## src/nts_pkg.sv

```systemverilog
`timescale 1ns / 1ps
`default_nettype none
// ----------------------------------------------------------------------------
// nts_pkg
// Shared types and constants for the note tone sequencer.
// ----------------------------------------------------------------------------
package nts_pkg;

    localparam int unsigned REST_CAP_DEFAULT = 500000;
    localparam int unsigned LIMIT_W          = 26;
    localparam logic [LIMIT_W-1:0] LIMIT_RESET = 26'd7000000;

    localparam logic [1:0] CMD_START = 2'd0;
    localparam logic [1:0] CMD_LOAD  = 2'd1;
    localparam logic [1:0] CMD_TICK  = 2'd2;

    typedef struct packed {
        logic [1:0]  cmd;
        logic [23:0] rest_delay;
        logic [15:0] tone_period;
        logic [23:0] tone_duration;
        logic        final_note;
    } t_in;

    typedef struct packed {
        logic pin_level;
        logic note_ready;
        logic stopped;
        logic finished;
        logic rejected;
    } t_out;

endpackage
`default_nettype wire

```

## src/nts_core.sv

```systemverilog
`timescale 1ns / 1ps
`default_nettype none
// ----------------------------------------------------------------------------
// nts_core
// Player state registers and the next-state logic for one command.
// ----------------------------------------------------------------------------
module nts_core #(
    parameter int unsigned REST_CAP = nts_pkg::REST_CAP_DEFAULT
) (
    input  wire logic                        i_clk,
    input  wire logic                        i_rst_n,
    input  wire logic                        i_step,
    input  wire nts_pkg::t_in                i_item,
    input  wire logic                        i_cfg_we,
    input  wire logic [nts_pkg::LIMIT_W-1:0] i_cfg_data,
    output nts_pkg::t_out                    o_result
);

    typedef enum logic [2:0] {
        PH_IDLE, PH_READY, PH_REST, PH_HIGH, PH_LOW, PH_STOPPED, PH_FINISHED
    } t_phase;

    localparam logic [18:0] CAP = 19'(REST_CAP);

    t_phase r_phase, n_phase;
    logic [18:0] r_rest, n_rest;
    logic [14:0] r_half, n_half;
    logic [15:0] r_period, n_period;
    logic [23:0] r_duration, n_duration;
    logic [24:0] r_elapsed, n_elapsed;
    logic [26:0] r_total, n_total;
    logic        r_final, n_final;
    logic        r_pin, n_pin;
    logic [nts_pkg::LIMIT_W-1:0] r_limit;

    logic        rejected;
    logic        do_tone;
    logic [24:0] tn_elapsed;
    logic [24:0] end_elapsed;
    logic [26:0] tn_total;
    logic [26:0] end_total;
    logic [15:0] tn_period;
    logic [23:0] tn_duration;
    logic        tn_final;
    logic [18:0] rest_capped;

    always_comb begin
        n_phase    = r_phase;
        n_rest     = r_rest;
        n_half     = r_half;
        n_period   = r_period;
        n_duration = r_duration;
        n_elapsed  = r_elapsed;
        n_total    = r_total;
        n_final    = r_final;
        n_pin      = r_pin;
        rejected   = 1'b0;
        do_tone    = 1'b0;
        tn_elapsed = r_elapsed;
        tn_total   = r_total;
        tn_period  = r_period;
        tn_duration = r_duration;
        tn_final   = r_final;
        rest_capped = (i_item.rest_delay > 24'(CAP)) ? CAP : i_item.rest_delay[18:0];
        end_elapsed = '0;
        end_total   = '0;

        case (i_item.cmd)
            nts_pkg::CMD_START: begin
                n_total   = '0;
                n_pin     = 1'b0;
                n_rest    = '0;
                n_half    = '0;
                n_elapsed = '0;
                n_phase   = PH_READY;
            end
            nts_pkg::CMD_LOAD: begin
                if (r_phase != PH_READY) begin
                    rejected = 1'b1;
                end else begin
                    n_rest     = rest_capped;
                    n_total    = r_total + 27'(rest_capped);
                    n_period   = i_item.tone_period;
                    n_duration = i_item.tone_duration;
                    n_final    = i_item.final_note;
                    n_elapsed  = '0;
                    n_pin      = 1'b0;
                    if (rest_capped != '0) begin
                        n_phase = PH_REST;
                    end else begin
                        // No rest: the tone starts within this same command.
                        do_tone     = 1'b1;
                        tn_elapsed  = '0;
                        tn_total    = r_total;
                        tn_period   = i_item.tone_period;
                        tn_duration = i_item.tone_duration;
                        tn_final    = i_item.final_note;
                    end
                end
            end
            nts_pkg::CMD_TICK: begin
                case (r_phase)
                    PH_REST: begin
                        n_rest = r_rest - 19'd1;
                        if (r_rest == 19'd1) begin
                            do_tone = 1'b1;
                        end
                    end
                    PH_HIGH: begin
                        n_half = r_half - 15'd1;
                        if (r_half == 15'd1) begin
                            n_pin   = 1'b0;
                            n_half  = r_period[15:1];
                            n_phase = PH_LOW;
                        end
                    end
                    PH_LOW: begin
                        n_half = r_half - 15'd1;
                        if (r_half == 15'd1) begin
                            do_tone    = 1'b1;
                            tn_elapsed = r_elapsed + 25'(r_period);
                        end
                    end
                    default: begin
                    end
                endcase
            end
            default: begin
            end
        endcase

        if (do_tone) begin
            if (tn_elapsed < 25'(tn_duration) && tn_period[15:1] != '0) begin
                n_pin     = 1'b1;
                n_half    = tn_period[15:1];
                n_phase   = PH_HIGH;
                n_elapsed = tn_elapsed;
            end else begin
                // A period of one plays in no time but counts the whole duration.
                end_elapsed = (tn_elapsed < 25'(tn_duration) && tn_period == 16'd1) ?
                              25'(tn_duration) : tn_elapsed;
                end_total = tn_total + 27'(end_elapsed);
                n_elapsed = end_elapsed;
                n_total   = end_total;
                n_pin     = 1'b0;
                if (end_total > 27'(r_limit)) begin
                    n_phase = PH_STOPPED;
                end else if (tn_final) begin
                    n_phase = PH_FINISHED;
                end else begin
                    n_phase = PH_READY;
                end
            end
        end

        o_result.pin_level  = n_pin;
        o_result.note_ready = (n_phase == PH_READY);
        o_result.stopped    = (n_phase == PH_STOPPED);
        o_result.finished   = (n_phase == PH_STOPPED) || (n_phase == PH_FINISHED);
        o_result.rejected   = rejected;
    end

    always_ff @(posedge i_clk) begin
        if (!i_rst_n) begin
            r_phase    <= PH_IDLE;
            r_rest     <= '0;
            r_half     <= '0;
            r_period   <= '0;
            r_duration <= '0;
            r_elapsed  <= '0;
            r_total    <= '0;
            r_final    <= 1'b0;
            r_pin      <= 1'b0;
            r_limit    <= nts_pkg::LIMIT_RESET;
        end else begin
            if (i_cfg_we) begin
                r_limit <= i_cfg_data;
            end
            if (i_step) begin
                r_phase    <= n_phase;
                r_rest     <= n_rest;
                r_half     <= n_half;
                r_period   <= n_period;
                r_duration <= n_duration;
                r_elapsed  <= n_elapsed;
                r_total    <= n_total;
                r_final    <= n_final;
                r_pin      <= n_pin;
            end
        end
    end

endmodule
`default_nettype wire

```

## src/note_tone_sequencer.sv

```systemverilog
`timescale 1ns / 1ps
`default_nettype none
// ----------------------------------------------------------------------------
// note_tone_sequencer
// Buzzer note player: one command in, one status result out.
// ----------------------------------------------------------------------------
// Every accepted command (start, load note or one-microsecond tick) yields one
// result showing the pin level and player status after that command. A command
// is taken every cycle: the next state is computed in a single pass from the
// state registers and lands in the output register on the same edge, so the
// rate is one item per cycle, limited only by the output register being
// drained. The play-time limit may be written at any time and applies at the
// next note end.
module note_tone_sequencer #(
    parameter int unsigned REST_CAP = nts_pkg::REST_CAP_DEFAULT
) (
    input  wire logic                        i_clk,
    input  wire logic                        i_rst_n,
    input  wire logic                        i_in_valid,
    output logic                             o_in_ready,
    input  wire nts_pkg::t_in                i_in_data,
    output logic                             o_out_valid,
    input  wire logic                        i_out_ready,
    output nts_pkg::t_out                    o_out_data,
    input  wire logic                        i_cfg_valid,
    output logic                             o_cfg_ready,
    input  wire logic [nts_pkg::LIMIT_W-1:0] i_cfg_data
);

    logic          r_out_valid;
    nts_pkg::t_out r_out_data;
    nts_pkg::t_out result;
    logic          step;

    // The output register frees up in the same cycle it is drained.
    assign o_in_ready  = !r_out_valid || i_out_ready;
    assign step        = i_in_valid && o_in_ready;
    assign o_cfg_ready = 1'b1;

    nts_core #(
        .REST_CAP (REST_CAP)
    ) u_core (
        .i_clk      (i_clk),
        .i_rst_n    (i_rst_n),
        .i_step     (step),
        .i_item     (i_in_data),
        .i_cfg_we   (i_cfg_valid),
        .i_cfg_data (i_cfg_data),
        .o_result   (result)
    );

    always_ff @(posedge i_clk) begin
        if (!i_rst_n) begin
            r_out_valid <= 1'b0;
        end else if (step) begin
            r_out_valid <= 1'b1;
        end else if (i_out_ready) begin
            r_out_valid <= 1'b0;
        end
    end

    always_ff @(posedge i_clk) begin
        if (step) begin
            r_out_data <= result;
        end
    end

    assign o_out_valid = r_out_valid;
    assign o_out_data  = r_out_data;

endmodule
`default_nettype wire

```

## config.mk

```make
export PLATFORM = sky130hd
export DESIGN_NAME = note_tone_sequencer
export DESIGN_NICKNAME = d
export VERILOG_FILES = /design/src/nts_pkg.sv /design/src/nts_core.sv /design/src/note_tone_sequencer.sv
export SDC_FILE = /design/constraint.sdc
export NUM_CORES = 1
export LEC_CHECK = 0
export BUFFER_PORTS_ARGS = -buffer_cell sky130_fd_sc_hd__buf_2
export CORE_MARGIN = 1.5
export CORE_UTILIZATION = 47
export CTS_BUF_LIST = sky130_fd_sc_hd__clkbuf_8
export CTS_CLUSTER_DIAMETER = 50
export DETAILED_ROUTE_END_ITERATION = 8
export HOLD_SLACK_MARGIN = 0.12
export PLACE_DENSITY = 0.66
export SETUP_SLACK_MARGIN = 0.5
export SYNTH_ARGS = -nofsm -noshare
export SYNTH_HDL_FRONTEND = slang
export SYNTH_HIERARCHICAL = 1
export SYNTH_SLANG_ARGS = --single-unit
```

## constraint.sdc

```tcl
create_clock -name i_clk -period 13.95 [get_ports i_clk]
set_input_delay 2.0925 -clock i_clk [delete_from_list [all_inputs] [get_ports i_clk]]
set_output_delay 2.0925 -clock i_clk [all_outputs]
set_load 0.02 [all_outputs]
```

==> key figures, run 1 <==
Synthesis
  – Synthesized area: 14070 sq um
  – Ys Warns: 6
  – Post-synth EDFFs: 5
  – Sequential fraction of the synthesis area: 23.54%
  – Most area-consuming cells after synthesis: dfxtp_1 (22%), ha_1 (10%), nand2_1 (5.5%), mux2i_1 (5.5%), a21oi_1 (4.6%)
  – Number of synthesized register bits: 163
  – Area share of the largest cell type after synthesis: 22.48%
  – Syn Inst Count: 1799
  – Ys flop type: dfxtp_1
  – Count of cell types in the netlist: 92
  – Ys async rst share: 0%
  – Synth Area per Inst: 7.823 sq um
  – Count leader, synth: nand2_1
  – Synth Net Count: 2017
  – Dominant cell type by area after synthesis: dfxtp_1
  – Most frequent cells after synthesis: nand2_1 (207), dfxtp_1 (158), a21oi_1 (128)

Layout
  – Ratio of cells with drive above 1 in the final layout: 10.67%
  – Area delta synth->final: 8.579%
  – Ant diodes: 0
  – Fill cells: 2915
  – Final nets: 2061

Pwr
  – Pwr Density: 73.59 nW/um^2
  – P_leak: 6.601 nW
  – Peak supply drop: 0.07615 mV

Timing
  – Worst clock skew: 23.54 ps
  – TNS Setup: 0 ps
  – Fin crit share: 83.13%
  – Final Hold Viols: 0
  – RSZ-0062 raised after global routing: no
  – Final setup violation count: 0
  – Fmax: 86.23 MHz
  – Max Slew Vio Count: 0
  – Worst-margin pin slew: 1108 ps
  – Fin crit period: 11600 ps
  – Slew HR: 26.10%
  – Post-route setup slack: 2353 ps

Critical path
  – Crit-path slowest cell: or2_2
  – Cell mode on critical path: a21o_1
  – Element type at the critical path end: flop
  – Startpoint types: primary input
  – WP data arrival: 11860 ps
  – Worst path max stage delay: 600 ps
  – Max FO, Critical Path: 29
  – Crit path kind: primary input to flop
  – WP data required: 14220 ps

GRT
  – Met1 GRT Util: 41.65%
  – Met3 Usage GRT: 5.556%
  – Largest net degree at the start of global routing: 85
  – GR peak layer: met2
  – Vias in the first global route: 13000
  – Met2 Use GR: 46.93%
  – GRT Overall Usage: 30.39%
  – Antenna violations before repair: 1
  – Total gr overflow: 0
  – First-pass GRT wire length: 73540 um

Clock network
  – Post-cts resize count: 0
  – Cts hold-fix bufs: 0
  – Worst skew pair latency: 510 ps
  – TritonCTS buffer count: 17
  – TritonCTS clock tree: built
  – Setup Buffers After CTS: 0
  – CTS sink count: 163
  – Clock buffer depth: 2
  – Clk root buf: clkbuf_8
  – Clock-pin slew on the worst setup and hold paths: 100 ps
  – H-tree depth: 4

Detailed routing
  – Detailed Routing Iterations Pass 1: 6
  – Via count: 13950
  – Vias/cell: 6.211
  – Antenna Nets Post-Route: 0
  – Post-Route WL: 46740 um
  – Initial DRC Count: 1137
  – DR WL/cell: 20.81 um
  – DRC violations left: 0

Die
  – # IOs: 106
  – Die area: 30990 sq um
  – Die W: 176.0 um
  – Core Rows: 63
  – CORE AREA: 29560 sq um
  – Die Span Y: 176.0 um
  – Initial Util: 47.61%

Run
  – Maxcap violations: 0

Run status
  – Status: finished clean

Placed design
  – Gpl congestion: 0.9935
  – DP HPWL: 34750 um
  – Count of port buffers added during placement: 104
  – DP Worst Slack: 2059 ps

Hold path
  – Hold Crit Class: flop to flop
## layer usage
metal	vias to the layer above	wire, um
met3	90	3611
li1	6705	-
met2	575	20210
met5	-	19
met4	2	1728
met1	6578	21170
## path summary, 6_finish.rpt
check	from	to	slack [ps]	cells after the start
worst max register to register	u_core/r_phase[0]	o_out_data[2]	3600	36
worst max-delay path	i_in_data[55]	o_out_data[2]	2350	37
worst min register to register	u_core/r_duration[21]	u_core/r_duration[21]	470	2
worst min-delay path	u_core/r_duration[21]	u_core/r_duration[21]	470	2
## cells in the final DEF, fill, tap and decap left out, drive strengths merged, types with 23 or more instances in the layout
cell type  Yosys  routed
nand3         53      53
buf           23     119
o21ai        108     108
dfxtp        158     158
nor2b         41      41
a21boi        69      69
nand2        207     207
nor4          23      23
o211ai        60      60
and2          49      49
xnor2         37      37
mux2i         78      78
ha           117     117
xor2          32      32
nor3          34      34
o21a          34      34
a21oi        130     130
inv           70      74
nor2          92      92
a21o          33      33
a22oi         32      32
## where the power goes
part	total, mW	switching (mW)	internal (mW)
clock network	0.412	0.195	0.217
registers	0.493	0.0129	0.480
logic	0.220	0.137	0.0822
## state kept, by name (all words and copies together) (netlist names)
register	cells
u_core/r_duration	24
o_out_valid	1
u_core/r_limit	26
u_core/r_phase	3
u_core/r_final	1
u_core/r_pin	1
o_out_data	5
u_core/r_rest	19
u_core/r_elapsed	25
u_core/r_half	15
u_core/r_period	16
u_core/r_total	27
## worst max-delay path: cells and delay by family
family | cells | cell delay, ps
multiplexers | 1 | 450
XOR/XNOR | 1 | 240
AO/OA/AOI/OAI | 21 | 5060
adder cells (fa/ha/maj) | 3 | 910
AND/OR/NAND/NOR | 8 | 2520
buffers and inverters | 3 | 560
## metrics by stage
stage	utilization (%)	hold slack (ps)	instance area, sq um	std cells	power [mW]
finish	51.70	471.1	15280	2246	1.125
global route	51.70	491.9	15280	2246	1.174
CTS	51.70	472.0	15280	2246	1.131
detailed placement	50.15	459.4	14820	2214	0.7179
global placement	50.15	451.5	14820	2214	0.7146
floorplan	-	443.1	14070	1799	0.6470
## cells by family (layout without fill, tap and decap cells)
group / after synthesis / in the layout / synth area share, %
mux: 86 / 86 / 6.214
flops: 163 / 163 / 23.54
fa+ha+maj: 120 / 120 / 10.83
compound gates: 600 / 600 / 28.92
other cells: 1 / 1 / 0.02665
buf+inv: 164 / 221 / 4.783
xor+xnor: 69 / 69 / 4.294
simple gates: 596 / 596 / 21.39
## final cells by class
class | count | area (sq um) | area share (%)
flip-flops and latches | 163 | 3313 | 21.68
well taps | 390 | 488.0 | 3.193
clock inverters | 14 | 210.2 | 1.376
inverters | 70 | 262.8 | 1.719
clock buffers | 18 | 247.7 | 1.621
repair buffers | 119 | 635.6 | 4.160
multi-input cells | 1472 | 10120 | 66.25
(Power assumes the default switching activity.)
==> run 2, diff against run 1 <==
ABC_AREA = 1   (was default)
PLACE_DENSITY = 0.68   (was 0.66)
clock period = 9.5 ns   (was 13.95 ns; I/O delays follow)
==> key figures, run 2 <==
Critical path
  – Element type at the critical path end: flop (unchanged)
  – Setup slack, reg-to-reg: 1230 ps (was 3600 ps)
  – WP data required: 9860 ps (was 14220 ps)
  – Max FO, Critical Path: 12 (was 29)
  – Worst path max stage delay: 450 ps (was 600 ps)
  – Crit path kind: primary input to flop (unchanged)
  – Crit-path slowest cell: fa_1 (was or2_2)
  – Cell mode on critical path: nand2_1 (was a21o_1)
  – WP data arrival: 8790 ps (was 11860 ps)
  – Startpoint types: primary input (unchanged)

Layout
  – Commonest cells after routing, fill and taps aside: nand2_1 (494), inv_1 (326), a21oi_1 (241) (was nand2_1 (207), dfxtp_1 (158), a21oi_1 (128))
  – Most common cell after layout, fill and taps aside: nand2_1 (unchanged)
  – Ant diodes: 0 (unchanged)
  – Multi-input logic area: 10180 sq um (was 10120 sq um)
  – Register area: 3313 sq um (unchanged)
  – Number of flip-flops under the largest register name: 27 (unchanged)
  – Largest registers: u_core/r_total (27), u_core/r_limit (26), u_core/r_elapsed (25) (unchanged)
  – Biggest register: u_core/r_total (unchanged)
  – Ratio of cells with drive above 1 in the final layout: 12.66% (was 10.67%)
  – Area delta synth->final: 8.251% (was 8.579%)
  – Final nets: 2670 (was 2061)
  – Fill cells: 3261 (was 2915)

GRT
  – Met2 Use GR: 45.76% (was 46.93%)
  – Total gr overflow: 0 (unchanged)
  – Met3 Usage GRT: 4.845% (was 5.556%)
  – Antenna violations before repair: 0 (was 1)
  – Largest net degree at the start of global routing: 80 (was 85)
  – First-pass GRT wire length: 79230 um (was 73540 um)
  – Met1 GRT Util: 41.25% (was 41.65%)
  – GR peak layer: met2 (unchanged)
  – Vias in the first global route: 15120 (was 13000)
  – GRT Overall Usage: 29.62% (was 30.39%)

Synthesis
  – Post-synth EDFFs: 5 (unchanged)
  – Most frequent cells after synthesis: nand2_1 (497), inv_1 (326), a21oi_1 (247) (was nand2_1 (207), dfxtp_1 (158), a21oi_1 (128))
  – Number of synthesized register bits: 163 (unchanged)
  – Sequential fraction of the synthesis area: 21.70% (was 23.54%)
  – Synth Net Count: 2618 (was 2017)
  – Ys async rst share: 0% (unchanged)
  – Count leader, synth: nand2_1 (unchanged)
  – Synthesized area: 15270 sq um (was 14070 sq um)
  – Dominant cell type by area after synthesis: dfxtp_1 (unchanged)
  – Syn Inst Count: 2400 (was 1799)
  – Most area-consuming cells after synthesis: dfxtp_1 (21%), nand2_1 (12%), ha_1 (9.6%), a21oi_1 (8.1%), inv_1 (8.0%) (was dfxtp_1 (22%), ha_1 (10%), nand2_1 (5.5%), mux2i_1 (5.5%), a21oi_1 (4.6%))
  – Synth Area per Inst: 6.363 sq um (was 7.823 sq um)
  – Ys flop type: dfxtp_1 (unchanged)
  – Count of cell types in the netlist: 67 (was 92)
  – Ys Warns: 6 (unchanged)
  – Area share of the largest cell type after synthesis: 20.71% (was 22.48%)

Detailed routing
  – Via count: 16340 (was 13950)
  – Post-Route WL: 49600 um (was 46740 um)
  – Detailed Routing Iterations Pass 1: 6 (unchanged)
  – DRC violations left: 0 (unchanged)
  – Antenna Nets Post-Route: 0 (unchanged)
  – Initial DRC Count: 1883 (was 1137)
  – DR WL/cell: 17.10 um (was 20.81 um)
  – Vias/cell: 5.634 (was 6.211)

Pwr
  – Net Sw Frac: 38.21% (was 30.68%)
  – Comb pwr share: 29.0% (was 19.5%)
  – Part of the power in registers: 41.7% (was 43.8%)
  – Pwr Density: 106.0 nW/um^2 (was 73.59 nW/um^2)
  – Peak supply drop: 0.09432 mV (was 0.07615 mV)
  – Internal power: 1.083 mW (was 779.5 uW)
  – P_leak: 7.927 nW (was 6.601 nW)
  – NetSw: 669.6 uW (was 345.0 uW)
  – Clock Power Share: 29.3% (was 36.6%)

Die
  – Die W: 183.3 um (was 176.0 um)
  – # IOs: 106 (unchanged)
  – Die area: 33580 sq um (was 30990 sq um)
  – Core Rows: 65 (was 63)
  – CORE AREA: 31800 sq um (was 29560 sq um)
  – Initial Util: 48.02% (was 47.61%)
  – Die Span Y: 183.3 um (was 176.0 um)

Placed design
  – Gpl congestion: 0.9925 (was 0.9935)
  – DP HPWL: 37420 um (was 34750 um)
  – Count of port buffers added during placement: 104 (unchanged)

Clock network
  – TritonCTS clock tree: built (unchanged)
  – H-tree depth: 4 (unchanged)
  – CTS sink count: 163 (unchanged)
  – TritonCTS buffer count: 17 (unchanged)
  – Clk root buf: clkbuf_8 (unchanged)
  – Worst skew pair latency: 520 ps (was 510 ps)
  – Clock buffer depth: 2 (unchanged)
  – Clock-pin slew on the worst setup and hold paths: 100 ps (about the same)

Timing
  – Final Hold Viols: 0 (unchanged)
  – TNS Setup: 0 ps (unchanged)
  – Worst Hold Slack: 457.4 ps (was 471.1 ps)
  – Fin crit share: 88.75%
  – Final setup violation count: 0 (unchanged)
  – RSZ-0062 raised after global routing: no (unchanged)
  – Worst-margin pin slew: 1137 ps (was 1108 ps)
  – Worst clock skew: 24.28 ps (was 23.54 ps)
  – Fmax: 118.6 MHz
  – Fin crit period: 8432 ps
  – Slew HR: 23.93% (was 26.10%)
  – Max Slew Vio Count: 0 (unchanged)

Hold path
  – Hold Crit Class: flop to flop (unchanged)

Run status
  – Status: finished clean (unchanged)

Run
  – Maxcap violations: 0 (unchanged)
==> run 2: cell types whose count changed in the layout (fill, tap and decap cells not counted), moves of 53 or more <==
cell | before | now
nor2_1 | 90 | 171
a21oi_1 | 128 | 241
o21ai_0 | 105 | 216
inv_1 | 72 | 326
nand3_1 | 53 | 126
nand2_1 | 207 | 494
a21boi_0 | 59 | 6
mux2i_1 | 77 | 0
==> run 2: stage by stage <==
step | area [sq um] | utilization (%) | cells | setup slack [ps] | total power [mW]
6_report | 16530 | 51.99 | 2900 | 1068 | 1.753
3_3_place_gp | 15960 | 50.18 | 2857 | 66.87 | 1.227
3_5_place_dp | 15960 | 50.18 | 2857 | -57.66 | 1.233
5_1_grt | 16530 | 51.99 | 2900 | 471.8 | 1.855
2_1_floorplan | 15270 | - | 2400 | 1252 | 1.091
4_1_cts | 16330 | 51.36 | 2889 | 501.7 | 1.748
==> run 2: cell families (layout without fill, tap and decap cells) <==
logic type | Yosys count | count (layout) | share of synthesized area, %
simple gates | 985 | 985 | 29.63
compound gates | 623 | 623 | 23.13
buf+inv | 454 | 519 | 12.45
flops | 163 | 163 | 21.70
fa+ha+maj | 120 | 120 | 9.980
xor+xnor | 54 | 54 | 3.097
other cells | 1 | 1 | 0.02456
==> run 2: metal layers <==
metal  vias to the layer above  share of wire, %  wire length, um
met5                         -                 0                0
met4                         0               3.2             1588
met3                        93               7.8             3859
met2                       676                43            21220
met1                      7442                46            22930
li1                       8128                 -                -
==> run 2: final timing paths <==
kind | start | end | cells past startpoint
hold reg to reg | u_core/r_duration[21] | u_core/r_duration[21] | 2
setup / recovery | i_in_data[51] | o_out_data[1] | 52
hold / removal | u_core/r_duration[21] | u_core/r_duration[21] | 2
setup reg to reg | u_core/r_elapsed[0] | o_out_data[1] | 52
==> run 2: area by class of cell <==
class	count	area share, %
multi-input cells	1783	61.59
flip-flops and latches	163	20.04
inverters	344	7.819
repair buffers	143	4.995
well taps	435	3.292
clock buffers	19	1.582
clock inverters	13	0.6812
==> run 2: worst max-delay path, delay by kind of cell <==
kind            cells  cell delay [ps]
buf+inv             8              910
compound gates     14             2470
fa+ha+maj           3             1050
simple gates       27             2900
==> run 2: power groups by stage <==
stage	sequential, mW	combinational, mW	clock (mW)
floorplan	0.740	0.351	0
global placement	0.745	0.483	0
detailed placement	0.745	0.488	0
CTS	0.729	0.491	0.528
global route	0.733	0.567	0.555
finish	0.731	0.508	0.514
==> run 2: timing repair <==
item                       in CTS  in global routing
setup buffers                   0                 11
setup endpoints to repair       1                  6
pin swaps                       0                 11
hold buffers                    0                  0
gates resized for setup         1                 42
